--- src/rtl/core/lcs_pkg.sv ---
`default_nettype none

package lcs_pkg;

  localparam int unsigned NUM_BACKENDS = 8;
  localparam int unsigned COUNT_WIDTH  = 16;

  localparam int unsigned IDX_W = $clog2(NUM_BACKENDS);
  localparam int unsigned NUM_W = $clog2(NUM_BACKENDS + 1);
  localparam int unsigned BC_W  = (NUM_W > 4) ? NUM_W : 4;

  localparam int unsigned CMD_W     = 1;
  localparam int unsigned REL_W     = 3;
  localparam int unsigned OIDX_W    = 3;
  localparam int unsigned OCNT_W    = 16;
  localparam int unsigned STATUS_W  = 2;
  localparam int unsigned APB_AW    = 2;
  localparam int unsigned APB_DW    = 32;

  localparam logic [APB_AW-1:0] ADDR_BACKEND_COUNT = 2'd0;
  localparam logic [3:0]        BACKEND_COUNT_RST  = 4'd8;

  localparam logic [COUNT_WIDTH-1:0] CNT_MAX = {COUNT_WIDTH{1'b1}};

  typedef enum logic [CMD_W-1:0] {
    CMD_ACQUIRE = 1'b0,
    CMD_RELEASE = 1'b1
  } cmd_e;

  typedef enum logic [STATUS_W-1:0] {
    ST_ACQUIRED  = 2'd0,
    ST_RELEASED  = 2'd1,
    ST_IGNORED   = 2'd2,
    ST_SATURATED = 2'd3
  } status_e;

  typedef logic [COUNT_WIDTH-1:0] count_t;
  typedef logic [IDX_W-1:0]       idx_t;

endpackage

`default_nettype wire

--- src/rtl/core/lcs_if.sv ---
`default_nettype none

interface lcs_in_if;
  logic                          valid;
  logic                          ready;
  logic [lcs_pkg::CMD_W-1:0]     cmd;
  logic [lcs_pkg::REL_W-1:0]     release_index;

  modport source (output valid, output cmd, output release_index, input ready);
  modport sink   (input valid, input cmd, input release_index, output ready);
endinterface

interface lcs_out_if;
  logic                          valid;
  logic                          ready;
  logic [lcs_pkg::OIDX_W-1:0]    backend_index;
  logic [lcs_pkg::OCNT_W-1:0]    connection_count;
  logic [lcs_pkg::STATUS_W-1:0]  status;

  modport source (output valid, output backend_index, output connection_count,
                  output status, input ready);
  modport sink   (input valid, input backend_index, input connection_count,
                  input status, output ready);
endinterface

`default_nettype wire

--- src/rtl/core/least_connections_selector.sv ---
`default_nettype none

// Channel   Dir  Role    Payload
// in_i      in   sink    cmd, release_index
// out_o     out  source  backend_index, connection_count, status
// apb       in   slave   backend_count at byte address 0
//
// Acquire: scans the n backends in use, one counter read per cycle from the
// counter memory (one read, one write port). Release reads one counter. One
// item in flight; the result waits in an output register and the next
// transfer is taken once it has been written back.
// Reset clears the per-entry valid bits, so all counters read as zero.

module least_connections_selector (
  input  wire logic                         clk_i,
  input  wire logic                         rst_ni,
  lcs_in_if.sink                            in_i,
  lcs_out_if.source                         out_o,
  input  wire logic                         psel,
  input  wire logic                         penable,
  input  wire logic                         pwrite,
  input  wire logic [lcs_pkg::APB_AW-1:0]   paddr,
  input  wire logic [lcs_pkg::APB_DW-1:0]   pwdata,
  output logic      [lcs_pkg::APB_DW-1:0]   prdata,
  output logic                              pready
);

  typedef enum logic [2:0] {
    S_IDLE,
    S_SCAN,
    S_DRAIN,
    S_WB
  } state_e;

  state_e state_q;

  logic [3:0] bc_q;

  // counter memory
  lcs_pkg::count_t mem [lcs_pkg::NUM_BACKENDS];
  logic [lcs_pkg::NUM_BACKENDS-1:0] vld_q;
  lcs_pkg::count_t rdata_q;
  logic            rvld_q;

  lcs_pkg::idx_t   i_q;
  lcs_pkg::idx_t   last_q;
  lcs_pkg::idx_t   pidx_q;
  logic            pend_q;
  lcs_pkg::cmd_e   cmd_q;
  logic [lcs_pkg::REL_W-1:0] rel_q;
  logic            rel_use_q;
  logic            rel_mem_q;
  lcs_pkg::count_t best_q;
  lcs_pkg::idx_t   bidx_q;

  logic            wb_en_q;
  lcs_pkg::idx_t   wb_addr_q;
  lcs_pkg::count_t wb_data_q;
  logic [lcs_pkg::OIDX_W-1:0]   res_idx_q;
  logic [lcs_pkg::OCNT_W-1:0]   res_cnt_q;
  lcs_pkg::status_e             res_st_q;

  logic                         out_valid_q;
  logic [lcs_pkg::OIDX_W-1:0]   out_idx_q;
  logic [lcs_pkg::OCNT_W-1:0]   out_cnt_q;
  lcs_pkg::status_e             out_st_q;

  // APB
  logic cfg_we;
  assign cfg_we = psel && penable && pwrite && (paddr == lcs_pkg::ADDR_BACKEND_COUNT);
  assign pready = 1'b1;
  assign prdata = (paddr == lcs_pkg::ADDR_BACKEND_COUNT) ?
                  {{(lcs_pkg::APB_DW-4){1'b0}}, bc_q} : '0;

  // effective backend count and release range checks
  logic [lcs_pkg::BC_W-1:0] bc_ext, n_eff, last_ext, rel_ext;
  always_comb begin
    bc_ext = lcs_pkg::BC_W'(bc_q);
    n_eff  = bc_ext;
    if (bc_ext == '0) begin
      n_eff = lcs_pkg::BC_W'(1);
    end
    if (bc_ext > lcs_pkg::BC_W'(lcs_pkg::NUM_BACKENDS)) begin
      n_eff = lcs_pkg::BC_W'(lcs_pkg::NUM_BACKENDS);
    end
    last_ext = n_eff - lcs_pkg::BC_W'(1);
    rel_ext  = lcs_pkg::BC_W'(in_i.release_index);
  end

  // scan compare on the entry read last cycle
  lcs_pkg::count_t cur, fin_cnt;
  lcs_pkg::idx_t   fin_idx;
  logic            take;
  always_comb begin
    cur     = rvld_q ? rdata_q : '0;
    take    = (pidx_q == '0) || (cur < best_q);
    fin_cnt = take ? cur : best_q;
    fin_idx = take ? pidx_q : bidx_q;
  end

  // result of the operation, evaluated in S_DRAIN
  logic                         r_we;
  lcs_pkg::count_t              r_data;
  lcs_pkg::idx_t                r_addr;
  lcs_pkg::count_t              r_cnt;
  logic [lcs_pkg::OIDX_W-1:0]   r_idx;
  lcs_pkg::status_e             r_st;
  logic [lcs_pkg::IDX_W+lcs_pkg::OIDX_W-1:0]      idx_ext;
  logic [lcs_pkg::COUNT_WIDTH+lcs_pkg::OCNT_W-1:0] cnt_ext;
  always_comb begin
    r_we    = 1'b0;
    r_data  = cur;
    r_addr  = pidx_q;
    r_cnt   = cur;
    r_st    = lcs_pkg::ST_IGNORED;
    idx_ext = {{lcs_pkg::OIDX_W{1'b0}}, fin_idx};
    r_idx   = rel_q;
    if (cmd_q == lcs_pkg::CMD_ACQUIRE) begin
      r_addr = fin_idx;
      r_idx  = idx_ext[lcs_pkg::OIDX_W-1:0];
      if (fin_cnt == lcs_pkg::CNT_MAX) begin
        r_cnt = fin_cnt;
        r_st  = lcs_pkg::ST_SATURATED;
      end else begin
        r_we   = 1'b1;
        r_data = fin_cnt + lcs_pkg::count_t'(1);
        r_cnt  = r_data;
        r_st   = lcs_pkg::ST_ACQUIRED;
      end
    end else begin
      if (rel_use_q && (cur != '0)) begin
        r_we   = 1'b1;
        r_data = cur - lcs_pkg::count_t'(1);
        r_cnt  = r_data;
        r_st   = lcs_pkg::ST_RELEASED;
      end else begin
        r_cnt = rel_mem_q ? cur : '0;
      end
    end
    cnt_ext = {{lcs_pkg::OCNT_W{1'b0}}, r_cnt};
  end

  logic wb_go;
  assign wb_go = (state_q == S_WB) && (!out_valid_q || out_o.ready);

  assign in_i.ready             = (state_q == S_IDLE);
  assign out_o.valid            = out_valid_q;
  assign out_o.backend_index    = out_idx_q;
  assign out_o.connection_count = out_cnt_q;
  assign out_o.status           = out_st_q;

  // memory
  always_ff @(posedge clk_i) begin
    if (wb_go && wb_en_q) begin
      mem[wb_addr_q] <= wb_data_q;
    end
    rdata_q <= mem[i_q];
  end

  always_ff @(posedge clk_i or negedge rst_ni) begin
    if (!rst_ni) begin
      vld_q  <= '0;
      rvld_q <= 1'b0;
    end else begin
      if (wb_go && wb_en_q) begin
        vld_q[wb_addr_q] <= 1'b1;
      end
      rvld_q <= vld_q[i_q];
    end
  end

  // config register
  always_ff @(posedge clk_i or negedge rst_ni) begin
    if (!rst_ni) begin
      bc_q <= lcs_pkg::BACKEND_COUNT_RST;
    end else if (cfg_we) begin
      bc_q <= pwdata[3:0];
    end
  end

  // control and output register
  always_ff @(posedge clk_i or negedge rst_ni) begin
    if (!rst_ni) begin
      state_q     <= S_IDLE;
      out_valid_q <= 1'b0;
      pend_q      <= 1'b0;
      i_q         <= '0;
    end else begin
      if (out_valid_q && out_o.ready && !wb_go) begin
        out_valid_q <= 1'b0;
      end
      case (state_q)
        S_IDLE: begin
          if (in_i.valid) begin
            cmd_q     <= lcs_pkg::cmd_e'(in_i.cmd);
            rel_q     <= in_i.release_index;
            last_q    <= last_ext[lcs_pkg::IDX_W-1:0];
            rel_use_q <= (rel_ext <= last_ext);
            rel_mem_q <= (rel_ext < lcs_pkg::BC_W'(lcs_pkg::NUM_BACKENDS));
            pend_q    <= 1'b0;
            if (lcs_pkg::cmd_e'(in_i.cmd) == lcs_pkg::CMD_ACQUIRE) begin
              i_q <= '0;
            end else begin
              i_q <= rel_ext[lcs_pkg::IDX_W-1:0];
            end
            state_q <= S_SCAN;
          end
        end
        S_SCAN: begin
          pend_q <= 1'b1;
          pidx_q <= i_q;
          if (pend_q) begin
            best_q <= fin_cnt;
            bidx_q <= fin_idx;
          end
          if ((cmd_q == lcs_pkg::CMD_RELEASE) || (i_q == last_q)) begin
            state_q <= S_DRAIN;
          end else begin
            i_q <= i_q + lcs_pkg::idx_t'(1);
          end
        end
        S_DRAIN: begin
          pend_q    <= 1'b0;
          wb_en_q   <= r_we;
          wb_addr_q <= r_addr;
          wb_data_q <= r_data;
          res_idx_q <= r_idx;
          res_cnt_q <= cnt_ext[lcs_pkg::OCNT_W-1:0];
          res_st_q  <= r_st;
          state_q   <= S_WB;
        end
        S_WB: begin
          if (wb_go) begin
            out_valid_q <= 1'b1;
            out_idx_q   <= res_idx_q;
            out_cnt_q   <= res_cnt_q;
            out_st_q    <= res_st_q;
            state_q     <= S_IDLE;
          end
        end
        default: begin
          state_q <= S_IDLE;
        end
      endcase
    end
  end

endmodule

`default_nettype wire

--- src/flat_wrapper.sv ---
// flat-port wrapper written by rule: the top's interface ports become plain ports
module least_connections_selector_flat 
  (clk_i, rst_ni, psel, penable, pwrite, paddr, pwdata, prdata, pready, in_i_valid, in_i_cmd, in_i_release_index, in_i_ready, out_o_valid, out_o_backend_index, out_o_connection_count, out_o_status, out_o_ready);
  lcs_in_if in_i_i ();
  lcs_out_if out_o_i ();
  input  wire logic clk_i;
  input  wire logic rst_ni;
  input  wire logic psel;
  input  wire logic penable;
  input  wire logic pwrite;
  input  wire logic [lcs_pkg::APB_AW-1:0] paddr;
  input  wire logic [lcs_pkg::APB_DW-1:0] pwdata;
  output logic      [lcs_pkg::APB_DW-1:0] prdata;
  output logic pready;
  input wire logic [$bits(in_i_i.valid)-1:0] in_i_valid;
  input wire logic [$bits(in_i_i.cmd)-1:0] in_i_cmd;
  input wire logic [$bits(in_i_i.release_index)-1:0] in_i_release_index;
  output wire logic [$bits(in_i_i.ready)-1:0] in_i_ready;
  output wire logic [$bits(out_o_i.valid)-1:0] out_o_valid;
  output wire logic [$bits(out_o_i.backend_index)-1:0] out_o_backend_index;
  output wire logic [$bits(out_o_i.connection_count)-1:0] out_o_connection_count;
  output wire logic [$bits(out_o_i.status)-1:0] out_o_status;
  input wire logic [$bits(out_o_i.ready)-1:0] out_o_ready;
  assign in_i_i.valid = in_i_valid;
  assign in_i_i.cmd = in_i_cmd;
  assign in_i_i.release_index = in_i_release_index;
  assign in_i_ready = in_i_i.ready;
  assign out_o_valid = out_o_i.valid;
  assign out_o_backend_index = out_o_i.backend_index;
  assign out_o_connection_count = out_o_i.connection_count;
  assign out_o_status = out_o_i.status;
  assign out_o_i.ready = out_o_ready;
  least_connections_selector u_core (.clk_i(clk_i), .rst_ni(rst_ni), .in_i(in_i_i), .out_o(out_o_i), .psel(psel), .penable(penable), .pwrite(pwrite), .paddr(paddr), .pwdata(pwdata), .prdata(prdata), .pready(pready));
endmodule
--- config.mk ---
export PLATFORM = sky130hd
export DESIGN_NAME = least_connections_selector_flat
export DESIGN_NICKNAME = d
export VERILOG_FILES = /design/src/rtl/core/lcs_pkg.sv /design/src/rtl/core/lcs_if.sv /design/src/rtl/core/least_connections_selector.sv /design/src/flat_wrapper.sv
export SDC_FILE = /design/constraint.sdc
export NUM_CORES = 1
export LEC_CHECK = 0
export BUFFER_PORTS_ARGS = -buffer_cell sky130_fd_sc_hd__buf_4
export CAP_MARGIN = 0
export CORE_UTILIZATION = 35
export DETAILED_ROUTE_END_ITERATION = 16
export SYNTH_ARGS = -nofsm -noshare
export SYNTH_HDL_FRONTEND = slang
export SYNTH_SLANG_ARGS = --single-unit
export TNS_END_PERCENT = 5
--- constraint.sdc ---
create_clock -name clk_i -period 6.3 [get_ports clk_i]
set_input_delay 0.63 -clock clk_i [delete_from_list [all_inputs] [get_ports clk_i]]
set_output_delay 0.63 -clock clk_i [all_outputs]
set_load 0.005 [all_outputs]
Yosys cells after proc, flatten, opt, wreduce, memory -nomap -nowiden
Memories as Yosys holds them, arrays and structs flattened. A register that Yosys moved wholly into a read port is not among the register bits.
Cells that the tools add are included.
{"block": "totals", "ramBits": 128, "register_bits": 114, "memories": 1, "inputBits": 45}
{"block": "op_classes", "reduce_logical": 29, "order_cmp": 7, "n_mux": 40, "bitwise": 1, "n_addsub": 4, "n_eq_ne": 9}
{"name": "u_core.mem", "depth": 8, "word_bits": 16, "rd": 1, "rd_ports_with_merged_regs": 1, "write_ports": 1, "line": "least_connections_selector.sv:40", "text": "lcs_pkg::count_t mem [lcs_pkg::NUM_BACKENDS];"}
{"op": "2-to-1 mux 16 bit", "n": 9}
{"op": "2-to-1 mux 3 bit", "n": 9}
{"op": "adder 16 x 1 -> 16 bit, second input constant", "n": 1}
{"op": "equality test 16 bit, second input constant", "n": 1}
{"op": "less-than comparator 16 bit", "n": 1}
{"op": "nonzero test 16 bit", "n": 1}
{"op": "subtractor 16 x 1 -> 16 bit, second input constant", "n": 1}
{"op": "AND reduction 3 bit", "n": 5}
{"op": "less-than comparator 3 x 4 -> 1 bit, second input constant", "n": 3}
{"op": "2-to-1 mux 4 bit", "n": 3}
{"op": "case mux 3 bit (4 select lines)", "n": 1}
{"op": "2-to-1 mux 1 bit", "n": 11}
{"op": "logical AND 1 bit", "n": 9}
{"op": "bitwise OR 8 bit", "n": 1}
{"op": "equality test 3 x 2 -> 1 bit, second input constant", "n": 2}
{"op": "zero test 3 bit", "n": 2}
{"op": "2-to-1 mux 2 bit", "n": 3}
{"op": "case mux 3 bit (2 select lines)", "n": 1}
{"op": "AND reduction 2 bit", "n": 3}
{"op": "greater-than comparator 4 bit, second input constant", "n": 1}
{"op": "less-or-equal comparator 3 x 4 -> 1 bit", "n": 1}
{"op": "zero test 4 bit", "n": 1}
{"op": "inequality test 2 x 1 -> 1 bit, second input constant", "n": 2}
{"op": "inequality test 2 bit, second input constant", "n": 2}
{"op": "13 further kinds", "n": 16}

Depth between registers and ports, before layout
Gate-level depths: netlist of run 1.
{"block": "depth", "word_depth": 8, "depth_mapped": 26, "ltp_nobuf": 19}

Worst setup path before layout of run 1
No wires, ideal clock.
{"block": "synth_path", "kind": "register to register", "startpoint": "register u_core.rvld_q", "endpoint": "register u_core.res_cnt_q[1] in the netlist's numbering, data pin", "t_arrival_ns": 4.756, "required_ns": 6.035, "stages_incl_launch_ff": 26, "synth_period_minus_slack_ns": 5.021, "slack_ns": 1.279, "cell_sequence": "dfrtp_1 buf_4 clkbuf_1 clkbuf_1 nand2_1 inv_1 ha_1 a21oi_1 o21ai_0 a21oi_1 nor2_1 or2_1 buf_2 buf_4 clkbuf_1 o21ai_0 ha_1 clkbuf_2 inv_1 or4_4 nor3_4 nor3b_2 a21o_1 buf_6 mux2i_1 o21ai_1"}
{"block": "synth_between", "elab_chain_cells": 7, "elab_cells_between_ends": 13, "cone_classes": "2 x add/sub; 1 x order compare; 1 x eq/ne; 6 x mux; 3 x reduce/logical"}
{"element": "from (decl)", "line": "least_connections_selector.sv:43", "text": "logic rvld_q;"}
{"element": "from (signal assigned)", "line": "least_connections_selector.sv:168", "text": "rvld_q <= vld_q[i_q];"}
{"element": "2-to-1 mux 16 bit *", "line": "least_connections_selector.sv:95", "text": "cur = rvld_q ? rdata_q : '0;"}
{"element": "less-than comparator 16 bit", "line": "least_connections_selector.sv:96", "text": "take = (pidx_q == '0) || (cur < best_q);"}
{"element": "logical OR 1 bit", "line": "least_connections_selector.sv:96"}
{"element": "2-to-1 mux 16 bit *", "line": "least_connections_selector.sv:97", "text": "fin_cnt = take ? cur : best_q;"}
{"element": "net u_core.fin_cnt[0]", "line": "least_connections_selector.sv:91", "text": "lcs_pkg::count_t cur, fin_cnt;"}
{"element": "adder 16 x 1 -> 16 bit or equality test 16 bit (tied branches)", "line": "least_connections_selector.sv:126, least_connections_selector.sv:121"}
{"element": "2-to-1 mux 16 bit *", "line": "least_connections_selector.sv:121", "text": "if (fin_cnt == lcs_pkg::CNT_MAX) begin"}
{"element": "2-to-1 mux 16 bit *", "line": "least_connections_selector.sv:118", "text": "if (cmd_q == lcs_pkg::CMD_ACQUIRE) begin"}
{"element": "net u_core.r_cnt[1]", "line": "least_connections_selector.sv:105", "text": "lcs_pkg::count_t r_cnt;"}
{"element": "to (signal assigned)", "line": "least_connections_selector.sv:228", "text": "res_cnt_q <= cnt_ext[lcs_pkg::OCNT_W-1:0];"}
{"element": "to (decl)", "line": "least_connections_selector.sv:60", "text": "logic [lcs_pkg::OCNT_W-1:0] res_cnt_q;"}
The timed path passes the listed nets; every way through them passes the cells marked *.
A chain may end at the register's enable or synchronous reset.

Worst setup path in the final report of run 1
Same ends and word-level chain as after synthesis.

==> flow_metrics.env, run 1 <==
export IMPL_synth_ff_type="edfxtp_1"
export IMPL_finalSetupViolations=0
export IMPL_yosysUniqueCellTypes=72
export IMPL_maxSlewViolCount=0
export IMPL_tightest_slew_ns=1.11
export IMPL_port_buffers=43
export IMPL_fin_setup_tns_ns=0
export IMPL_yosysSeqAreaShare=0.638
export IMPL_rsz0062_at_grt="false"
export IMPL_route_vias_total=6850
export IMPL_syn_to_final_growth_pct=14.2
export IMPL_yosysWarnings=0
export IMPL_dieArea_mm2=0.0340
export IMPL_n_fill_cell=2995
export IMPL_max_cap_violations=0
export IMPL_worstSkewPairLatency_ns=0.53
export IMPL_n_antenna_cell=0
export IMPL_ios=101
export IMPL_powerDensity_mw_per_mm2=424
export IMPL_core_mm2=0.0326
export IMPL_routed_wl_mm=25.4
export IMPL_grt_ovfl_total=0
export IMPL_cts_buffers_inserted=27
export IMPL_start_kind="flop"
export IMPL_ys_async_sr_fraction=0.0781
export IMPL_drive_gt1_frac=0.212
export IMPL_std_cell_rows=66
export IMPL_antenna_found_initial=0
export IMPL_synth_edff_count=220
export IMPL_grt_max_degree=42
export IMPL_drc_errors=0
export IMPL_dp_cells=1309
export IMPL_grt_pass1_vias=6733
export IMPL_netlist_top_cells_area="edfxtp_1 57%, mux4_2 6.6%, dfrtp_1 4.1%, xnor2_1 2.9%, dfxtp_1 2.7%"
export IMPL_drtPass1Iterations=7
export IMPL_post_cts_buffers=0
export IMPL_hold_viol_final=0
export IMPL_yosysTopAreaCell="edfxtp_1"
export IMPL_avgSynthCellArea_um2=14.0
export IMPL_stdcell_count=1360
export IMPL_cts_root_buffer="clkbuf_16"
export IMPL_hold_ws_ns=0.310
export IMPL_die_y_um=184
export IMPL_ant_nets=0
export IMPL_finalNetCount=967
export IMPL_arrival_ns=5.82
export IMPL_drt_iter0_markers=576
export IMPL_final_common_cell="edfxtp_1"
export IMPL_cp_required_ns=6.54
export IMPL_fmax_mhz=179
export IMPL_grtUsageTotal=0.153
export IMPL_synth_seq_cells=256
export IMPL_syn_area_mm2=0.0117
export IMPL_routedWlPerCell_um=18.7
export IMPL_end_kind="flop"
export IMPL_slew_headroom=0.259
export IMPL_numClockSinks=256
export IMPL_status="finished, final reports clean"
export IMPL_syn_inst=833
export IMPL_die_w_um=184
export IMPL_critical_path_max_fanout=24
export IMPL_yosys_area_top_type_share=0.567
export IMPL_pre_cts_slack_ns=0.858
export IMPL_clk_transition_reported_paths_ns=0.06
export IMPL_ir_worst_vdd_uv=235
export IMPL_ff2ff_path_depth=17
export IMPL_cts_htree_levels=1
export IMPL_globalplace_congestion=0.895
export IMPL_cts_tree="yes"
export IMPL_design_area_mm2=0.0133
export IMPL_start_util=0.357
export IMPL_final_cell_mix="220 x edfxtp_1, 69 x buf_4, 57 x nand2_1"
export IMPL_avgViaCountPerCell=5.04
export IMPL_place_area_mm2=0.0125
export IMPL_grt_pass1_wl_mm=39.3
export IMPL_hpwl_mm=16.9
export IMPL_min_path_cells=1
export IMPL_cts_buffer_depth=3
export IMPL_hp_class="primary input to flop"
export IMPL_min_period_over_period=0.887
export IMPL_fin_skew_ns=0.0168
export IMPL_worstSetupPathType="flop to flop"
export IMPL_finalCriticalPeriod_ns=5.59
export IMPL_p_leak_nw=4.79
export IMPL_worst_slack_ns=0.715
-- where the power goes --
part	internal (mW)	switching, mW	total, mW
Clock	0.843	0.632	1.48
Sequential	2.22	0.241	2.46
Combinational	0.714	0.992	1.71
Total	3.78	1.87	5.64
-- per-stage QoR --
stage               total power, mW   util
floorplan                      3.63      -
global placement               4.17  0.382
detailed placement             4.19  0.382
CTS                            5.68  0.408
global route                   5.94  0.408
finish                         5.64  0.408
-- cells by family after synthesis --
kind of cell,share of synthesized area
adder cells (fa/ha/maj),0.0268
AND/OR/NAND/NOR,0.0870
other,0.000645
multiplexers,0.0948
buffers and inverters,0.0472
flip-flops,0.638
AO/OA/AOI/OAI,0.0766
XOR/XNOR,0.0293
-- layer usage --
| layer | part of all wire | GRT usage |
|---|---|---|
| met1 | 0.46 | 0.218 |
| met2 | 0.47 | 0.245 |
| met3 | 0.053 | 0.0243 |
| met4 | 0.017 | 0.0340 |
| met5 | 0 | 0 |
-- timing repair --
item / CTS / global route
hold endpoints to repair: 6 / 0
resized for setup: 0 / 0
hold buffers: 1 / 0
-- sequential cells by signal (all words and copies together) (netlist names), 2 cells and up --
signal,cells
u_core.best_q,16
u_core.rdata_q,16
u_core.out_o.connection_count,16
u_core.state_q,2
u_core.bidx_q,3
u_core.out_o.backend_index,3
u_core.rel_q,3
u_core.wb_addr_q,3
u_core.pidx_q,3
u_core.res_st_q,2
u_core.last_q,3
u_core.bc_ext,4
u_core.res_idx_q,3
u_core.vld_q,8
u_core.out_o.status,2
u_core.res_cnt_q,16
u_core.mem,128
u_core.i_q,3
u_core.wb_data_q,16
-- final timing paths --
kind / slack, ns / endpoint / startpoint
setup / recovery: 0.71 / u_core.res_cnt_q[1] / u_core.rvld_q
hold / removal: 0.31 / u_core.rel_q[0] / in_i_release_index[0]
setup reg to reg: 0.71 / u_core.res_cnt_q[1] / u_core.rvld_q
hold reg to reg: 0.42 / u_core.out_o.connection_count[8] / u_core.res_cnt_q[8]
max in group asynchronous: 5.46 / u_core.bc_ext[3] / rst_ni
min in group asynchronous: 0.55 / u_core.bc_ext[2] / rst_ni
-- synth_stat cells (3+ instances only) --
cell type  number
clkbuf_1       18
nand4_1         8
nor4_1          7
and2_1          8
o31ai_1        13
dfrtp_1        19
nor3_1         19
mux2_2         23
dfxtp_1        16
nand2b_1        5
inv_1          48
buf_4          31
buf_2           6
ha_1           25
nand3_1        21
buf_1           4
o21bai_1        3
mux4_2         34
o21a_1          3
and3_1          9
a21oi_1        29
nor2_1         34
or2_2           9
nand2_1        57
xnor2_1        39
mux2i_1         8
o21ai_0        44
a21o_1          4
o211ai_1        3
a21boi_1        3
or3_1           4
o21ai_1         7
edfxtp_1      220
a31oi_1         4
-- critical path, cell delays in order, from the launching register on --
cell,delay (ns)
dfrtp_1,0.90
nand2_1,0.32
inv_1,0.25
ha_1,0.29
a21oi_1,0.14
o21ai_0,0.11
a21oi_1,0.17
nor2_1,0.07
or2_1,0.41
o21ai_0,0.37
ha_1,0.25
inv_1,0.08
or4_4,0.60
nor3_4,0.19
nor3b_2,0.23
a21o_1,0.45
mux2i_1,0.29
o21ai_1,0.16
-- layout make-up --
class | instances | area [um^2] | share of cell area
Clock buffer | 42 | 772 | 0.0580
Clock inverter | 8 | 52.6 | 0.00395
Inverter | 49 | 184 | 0.0138
Multi-Input combinational cell | 493 | 3780 | 0.284
Sequential cell | 256 | 7430 | 0.558
Tap cell | 442 | 553 | 0.0416
Timing Repair Buffer | 70 | 528 | 0.0397
(Power assumes the default switching activity.)
==> run 2: changes to the inputs <==
--- a/config.mk
+++ b/config.mk
@@ -9,6 +9,7 @@
 export CAP_MARGIN = 0
 export CORE_UTILIZATION = 35
 export DETAILED_ROUTE_END_ITERATION = 16
+export REMOVE_ABC_BUFFERS = 1
 export SYNTH_ARGS = -nofsm -noshare
 export SYNTH_HDL_FRONTEND = slang
 export SYNTH_SLANG_ARGS = --single-unit
==> run 2 against run 1 <==
Against the previous run:
- non-clock buffer count grew 5
- clock-buffer cell count shrank 1
- wire length up 2.9%
- die area is the same
- critical path depth up 1
- total power grew 1.5%
- via count rose by 1.9%
- sequential share of layout area decreased by 0.39 points
- critical endpoint is now u_core.res_cnt_q[11]
- largest cell class unchanged
- largest power group unchanged
==> flow_metrics.env, run 2 (synthesis results as in run 1) <==
export IMPL_worstSetupPathType="flop to flop"
export IMPL_drt_iter0_markers=599
export IMPL_hpwl_mm=17.2
export IMPL_tightest_slew_ns=1.04
export IMPL_std_cell_rows=66
export IMPL_largest_register_ffs=128
export IMPL_finalCriticalPeriod_ns=5.32
export IMPL_routed_wl_mm=26.2
export IMPL_drtPass1Iterations=5
export IMPL_finalSetupViolations=0
export IMPL_hold_viol_final=0
export IMPL_cts_resized=0
export IMPL_maxSlewViolCount=0
export IMPL_cts_root_buffer="clkbuf_16"
export IMPL_status="finished, final reports clean"
export IMPL_hold_ws_ns=0.281
export IMPL_pre_cts_slack_ns=1.09
export IMPL_drive_gt1_frac=0.219
export IMPL_powerDensity_mw_per_mm2=427
export IMPL_hp_class="primary input to flop"
export IMPL_cts_tree="yes"
export IMPL_fin_setup_tns_ns=0
export IMPL_finalNetCount=973
export IMPL_cp_required_ns=6.59
export IMPL_grt_ovfl_total=0
export IMPL_end_kind="flop"
export IMPL_r2r_slack_ns=0.98
export IMPL_rsz0062_at_grt="false"
export IMPL_worst_slack_ns=0.975
export IMPL_ios=101
export IMPL_cts_htree_levels=1
export IMPL_critical_path_max_fanout=18
export IMPL_globalplace_congestion=0.903
export IMPL_start_kind="flop"
export IMPL_drc_errors=0
export IMPL_grt_pass1_vias=6876
export IMPL_numClockSinks=256
export IMPL_route_vias_total=6982
export IMPL_worstSkewPairLatency_ns=0.55
export IMPL_dieArea_mm2=0.0340
export IMPL_fmax_mhz=188
export IMPL_die_y_um=184
export IMPL_final_cell_mix="220 x edfxtp_1, 74 x buf_4, 57 x nand2_1"
export IMPL_core_mm2=0.0326
export IMPL_max_cap_violations=0
export IMPL_min_period_over_period=0.845
export IMPL_grt_pass1_wl_mm=40.1
export IMPL_p_leak_nw=4.85
export IMPL_start_util=0.357
export IMPL_antenna_found_initial=0
export IMPL_ant_nets=0
export IMPL_cts_hold_buf=1
export IMPL_die_w_um=184
export IMPL_slew_headroom=0.305
export IMPL_ir_worst_vdd_uv=253
export IMPL_max_flop_register="u_core.mem"
export IMPL_clk_transition_reported_paths_ns=0.06
export IMPL_grtUsageTotal=0.156
export IMPL_syn_to_final_growth_pct=15.0
export IMPL_cts_buffers_inserted=28
export IMPL_cts_buffer_depth=3
export IMPL_routedWlPerCell_um=19.2
export IMPL_port_buffers=43
export IMPL_arrival_ns=5.61
export IMPL_post_cts_buffers=0
export IMPL_grt_max_degree=42
export IMPL_avgViaCountPerCell=5.11
export IMPL_final_common_cell="edfxtp_1"
export IMPL_n_antenna_cell=0
export IMPL_fin_skew_ns=0.0210
[run 2: cell types whose count changed in the layout (fill, tap and decap cells not counted)]
cell,change
clkbuf_8,-2
clkinv_4,+1
clkbuf_16,+2
clkinvlp_4,-1
clkbuf_1,-1
buf_4,+5
bufinv_16,+1
inv_6,-1
clkinv_2,+3
[run 2: layout make-up]
| class | instances | area [um^2] |
|---|---|---|
| Fill cell | 3007 | 19200 |
| Sequential cell | 256 | 7430 |
| Multi-Input combinational cell | 493 | 3780 |
| Clock buffer | 41 | 791 |
| Timing Repair Buffer | 75 | 566 |
| Tap cell | 442 | 553 |
| Inverter | 49 | 184 |
| Clock inverter | 11 | 90.1 |
[run 2: report_power, final]
| part | internal [mW] | switching (mW) | total (mW) | leakage, nW |
|---|---|---|---|---|
| combinational | 0.725 | 0.971 | 1.70 | 2.04 |
| clock | 0.911 | 0.656 | 1.57 | 0.427 |
| sequential | 2.22 | 0.244 | 2.46 | 2.38 |
[run 2: path summary, 6_finish.rpt]
path,endpoint,startpoint,depth (start not counted)
setup / recovery,u_core.res_cnt_q[11],u_core.rvld_q,18
hold / removal,u_core.rel_q[0],in_i_release_index[0],1
setup reg to reg,u_core.res_cnt_q[11],u_core.rvld_q,18
hold reg to reg,u_core.out_o.connection_count[0],u_core.res_cnt_q[0],0
max in group asynchronous,u_core.bc_ext[3],rst_ni,2
min in group asynchronous,u_core.bc_ext[0],rst_ni,2
[run 2: per-stage QoR]
stage,total power [mW],utilization,cells,cell area (um^2)
after floorplan,3.58,-,798,11400
after global placement,4.17,0.383,1314,12500
after detailed placement,4.18,0.383,1314,12500
after CTS,5.76,0.411,1367,13400
after global routing,6.01,0.411,1367,13400
final,5.73,0.411,1367,13400
[run 2: critical path, cell delays in order (launching register included)]
cell	delay, ns
dfrtp_1	0.83
nand2_1	0.30
inv_1	0.23
ha_1	0.29
a21oi_1	0.15
o21ai_0	0.10
a21oi_1	0.16
nor2_1	0.12
or2_1	0.30
buf_4	0.17
o21ai_0	0.26
ha_1	0.23
inv_1	0.08
or4_4	0.60
nor3_4	0.19
nor3b_2	0.24
a21oi_2	0.16
nand2_1	0.23
a2bb2oi_1	0.43
[run 2: layer usage]
metal,track usage,routed length [um],share of wire
met2,0.251,12200,0.47
met3,0.0198,1180,0.045
met4,0.0513,852,0.033
met1,0.219,11900,0.46
met5,0,0,0
==> run 3: changes to the inputs <==
--- a/config.mk
+++ b/config.mk
@@ -5,6 +5,7 @@
 export SDC_FILE = /design/constraint.sdc
 export NUM_CORES = 1
 export LEC_CHECK = 0
+export ABC_AREA = 1
 export BUFFER_PORTS_ARGS = -buffer_cell sky130_fd_sc_hd__buf_4
 export CAP_MARGIN = 0
 export CORE_UTILIZATION = 35
==> constraint.sdc (replaced) <==
create_clock -name clk_i -period 4.5 [get_ports clk_i]
set_input_delay 0.45 -clock clk_i [delete_from_list [all_inputs] [get_ports clk_i]]
set_output_delay 0.45 -clock clk_i [all_outputs]
set_load 0.005 [all_outputs]
==> run 3 against run 2 <==
Against the previous run:
- combinational power rose by 88%
- global-route usage decreased by 0.67 points
- via count rose by 15%
- synthesized area grew 2.0%
==> flow_metrics.env, run 3 <==
export IMPL_cp_cell_sequence="nand2_1, inv_1, ha_1, nand2_1, inv_1, o21bai_1, a21oi_1, nor2_1, nand2_2, nand2_4, nand2_1, nand2_2, ha_1, nand3_4, inv_1, nand2_2, nor2_4, nor2_8, nand2_2, nand3_1"
export IMPL_drtPass1Iterations=5
export IMPL_std_cell_rows=67
export IMPL_drt_iter0_markers=608
export IMPL_core_mm2=0.0334
export IMPL_synth_commonest_cells="220 x edfxtp_1, 182 x nand2_1, 173 x nor2_1"
export IMPL_synth_ff_type="edfxtp_1"
export IMPL_largest_register_ffs=128
export IMPL_die_w_um=186
export IMPL_dp_cells=1601
export IMPL_cts_buffers_inserted=27
export IMPL_cp_required_ns=4.75
export IMPL_status="finished, final reports clean"
export IMPL_cts_root_buffer="clkbuf_16"
export IMPL_cts_tree="yes"
export IMPL_critPathMaxStageDelay_ns=0.67
export IMPL_numClockSinks=256
export IMPL_ys_async_sr_fraction=0.0781
export IMPL_yosysSeqAreaShare=0.625
export IMPL_synth_seq_cells=256
export IMPL_maxSlewViolCount=0
export IMPL_worst_slack_ns=0.478
export IMPL_powerDensity_mw_per_mm2=656
export IMPL_syn_area_mm2=0.0119
export IMPL_min_period_over_period=0.894
export IMPL_drive_gt1_frac=0.147
export IMPL_avgSynthCellArea_um2=10.5
export IMPL_n_antenna_cell=0
export IMPL_yosys_area_top_type_share=0.556
export IMPL_worstSetupPathType="flop to flop"
export IMPL_rsz0062_at_grt="false"
export IMPL_routed_wl_mm=26.1
export IMPL_ant_nets=0
export IMPL_dr_wl_met2_mm=12.2
export IMPL_ir_worst_vdd_uv=352
export IMPL_finalCriticalPeriod_ns=4.02
export IMPL_grt_pass1_wl_mm=41.3
export IMPL_port_buffers=43
export IMPL_end_kind="flop"
export IMPL_hpwl_mm=17.2
export IMPL_clk_transition_reported_paths_ns=0.06
export IMPL_drt_met1_wl_mm=12.4
export IMPL_max_cap_violations=0
export IMPL_hold_viol_final=0
export IMPL_yosysTopAreaCell="edfxtp_1"
export IMPL_cts_htree_levels=1
export IMPL_syn_to_final_growth_pct=13.2
export IMPL_critical_path_buf_inv_count=3
export IMPL_final_common_cell="edfxtp_1"
export IMPL_start_kind="flop"
export IMPL_route_vias_total=8029
export IMPL_wl_met3_mm=1.17
export IMPL_die_y_um=186
export IMPL_fin_skew_ns=0.0240
export IMPL_grt_max_degree=72
export IMPL_tightest_slew_ns=1.05
export IMPL_arrival_ns=4.27
export IMPL_slew_headroom=0.292
export IMPL_path_common_cell="nand2_2"
export IMPL_drc_errors=0
export IMPL_syn_inst=1135
export IMPL_grt_ovfl_total=0
export IMPL_hold_ws_ns=0.133
export IMPL_cts_resized=0
export IMPL_ios=101
export IMPL_finalNetCount=1253
export IMPL_yosysWarnings=0
export IMPL_r2r_slack_ns=0.48
export IMPL_critical_path_max_fanout=20
export IMPL_avgViaCountPerCell=4.86
export IMPL_cts_buffer_depth=3
export IMPL_antenna_found_initial=0
export IMPL_synth_most_common_cell="edfxtp_1"
export IMPL_pre_cts_slack_ns=0.516
export IMPL_dieArea_mm2=0.0347
export IMPL_start_util=0.355
export IMPL_path_delay_family="simple AND/OR/NAND/NOR gates"
export IMPL_routed_top_layer="met4"
export IMPL_grt_pass1_vias=7674
export IMPL_fin_setup_tns_ns=0
export IMPL_routedWlPerCell_um=15.8
export IMPL_yosysUniqueCellTypes=40
export IMPL_p_leak_nw=5.32
export IMPL_netlist_top_cells_area="edfxtp_1 56%, nand2_1 5.7%, nor2_1 5.5%, o21ai_0 4.2%, dfrtp_1 4.0%"
export IMPL_grtUsageTotal=0.150
export IMPL_stdcell_count=1651
export IMPL_worstSkewPairLatency_ns=0.54
export IMPL_synth_edff_count=220
export IMPL_globalplace_congestion=0.915
export IMPL_finalSetupViolations=0
export IMPL_max_flop_register="u_core.mem"
export IMPL_final_cell_mix="220 x edfxtp_1, 182 x nand2_1, 172 x nor2_1"
export IMPL_hp_class="primary input to flop"
export IMPL_slowest_stage="dfrtp_1"
export IMPL_fmax_mhz=249
## run 3: changes by cell type in the layout (fill, tap and decap cells not counted), sizes merged, moves of 23 or more
cell   previous run  this run
inv              50        82
xnor2            39         1
nor2             34       187
mux4             34         0
mux2             23         0
nand3            21        91
o21ai            53       101
nand2            59       218
## run 3: power breakdown
part	leakage (nW)	total [mW]	internal, mW	switching, mW
clock network	0.428	2.17	1.28	0.892
logic	2.54	3.19	0.981	2.21
registers	2.36	3.47	3.21	0.262
total	5.32	8.83	5.47	3.36
## run 3: worst paths after layout
check	to	startpoint	cells past startpoint
worst max-delay path	u_core.wb_data_q[1]	u_core.rvld_q	20
worst min-delay path	u_core.rel_q[0]	in_i_release_index[0]	1
worst max register to register	u_core.wb_data_q[1]	u_core.rvld_q	20
worst min register to register	u_core.out_o.status[0]	u_core.res_st_q[0]	0
max in group asynchronous	u_core.bc_ext[3]	rst_ni	2
min in group asynchronous	u_core.state_q[1]	rst_ni	2
## run 3: timing repair
item	CTS	global route
setup buffers	0	0
hold endpoints to repair	19	0
hold buffers	1	0
## run 3: kinds of logic (layout without fill, tap and decap cells)
kind of cell	count (synthesis)	in the layout	share of synthesized area
other cells	2	29	0.000632
flops	256	256	0.625
buf+inv	154	195	0.0638
xor+xnor	9	9	0.00663
fa+ha+maj	25	25	0.0263
compound gates	166	166	0.0758
simple gates	523	523	0.202
## run 3: layout make-up
type | count | area (um^2)
Clock buffer | 35 | 746
Tap cell | 448 | 561
Clock inverter | 14 | 120
Timing Repair Buffer | 63 | 475
Inverter | 83 | 312
Multi-Input combinational cell | 752 | 3810
Sequential cell | 256 | 7430
Fill cell | 3239 | 20000
## run 3: through the flow
step / utilization / total power [mW] / area (um^2)
2_1_floorplan: - / 5.66 / 11500
3_3_place_gp: 0.376 / 6.66 / 12600
3_5_place_dp: 0.376 / 6.71 / 12600
4_1_cts: 0.402 / 8.89 / 13500
5_1_grt: 0.402 / 9.43 / 13500
6_report: 0.402 / 8.83 / 13500
## run 3: worst reg2reg max path, delay by kind of cell (launching register included)
| kind | cells | cell delay [ns] |
|---|---|---|
| DFF | 1 | 0.67 |
| AOI/OAI and AO/OA | 2 | 0.19 |
| and+or+nand+nor | 13 | 1.93 |
| adders and majority gates | 2 | 0.53 |
| buffers and inverters | 3 | 0.42 |
## run 3: per-layer routing
layer  GRT usage  up-vias
met3      0.0224       30
met2       0.247      192
li1            -     3934
met5           0        -
met1       0.208     3873
met4      0.0324        0
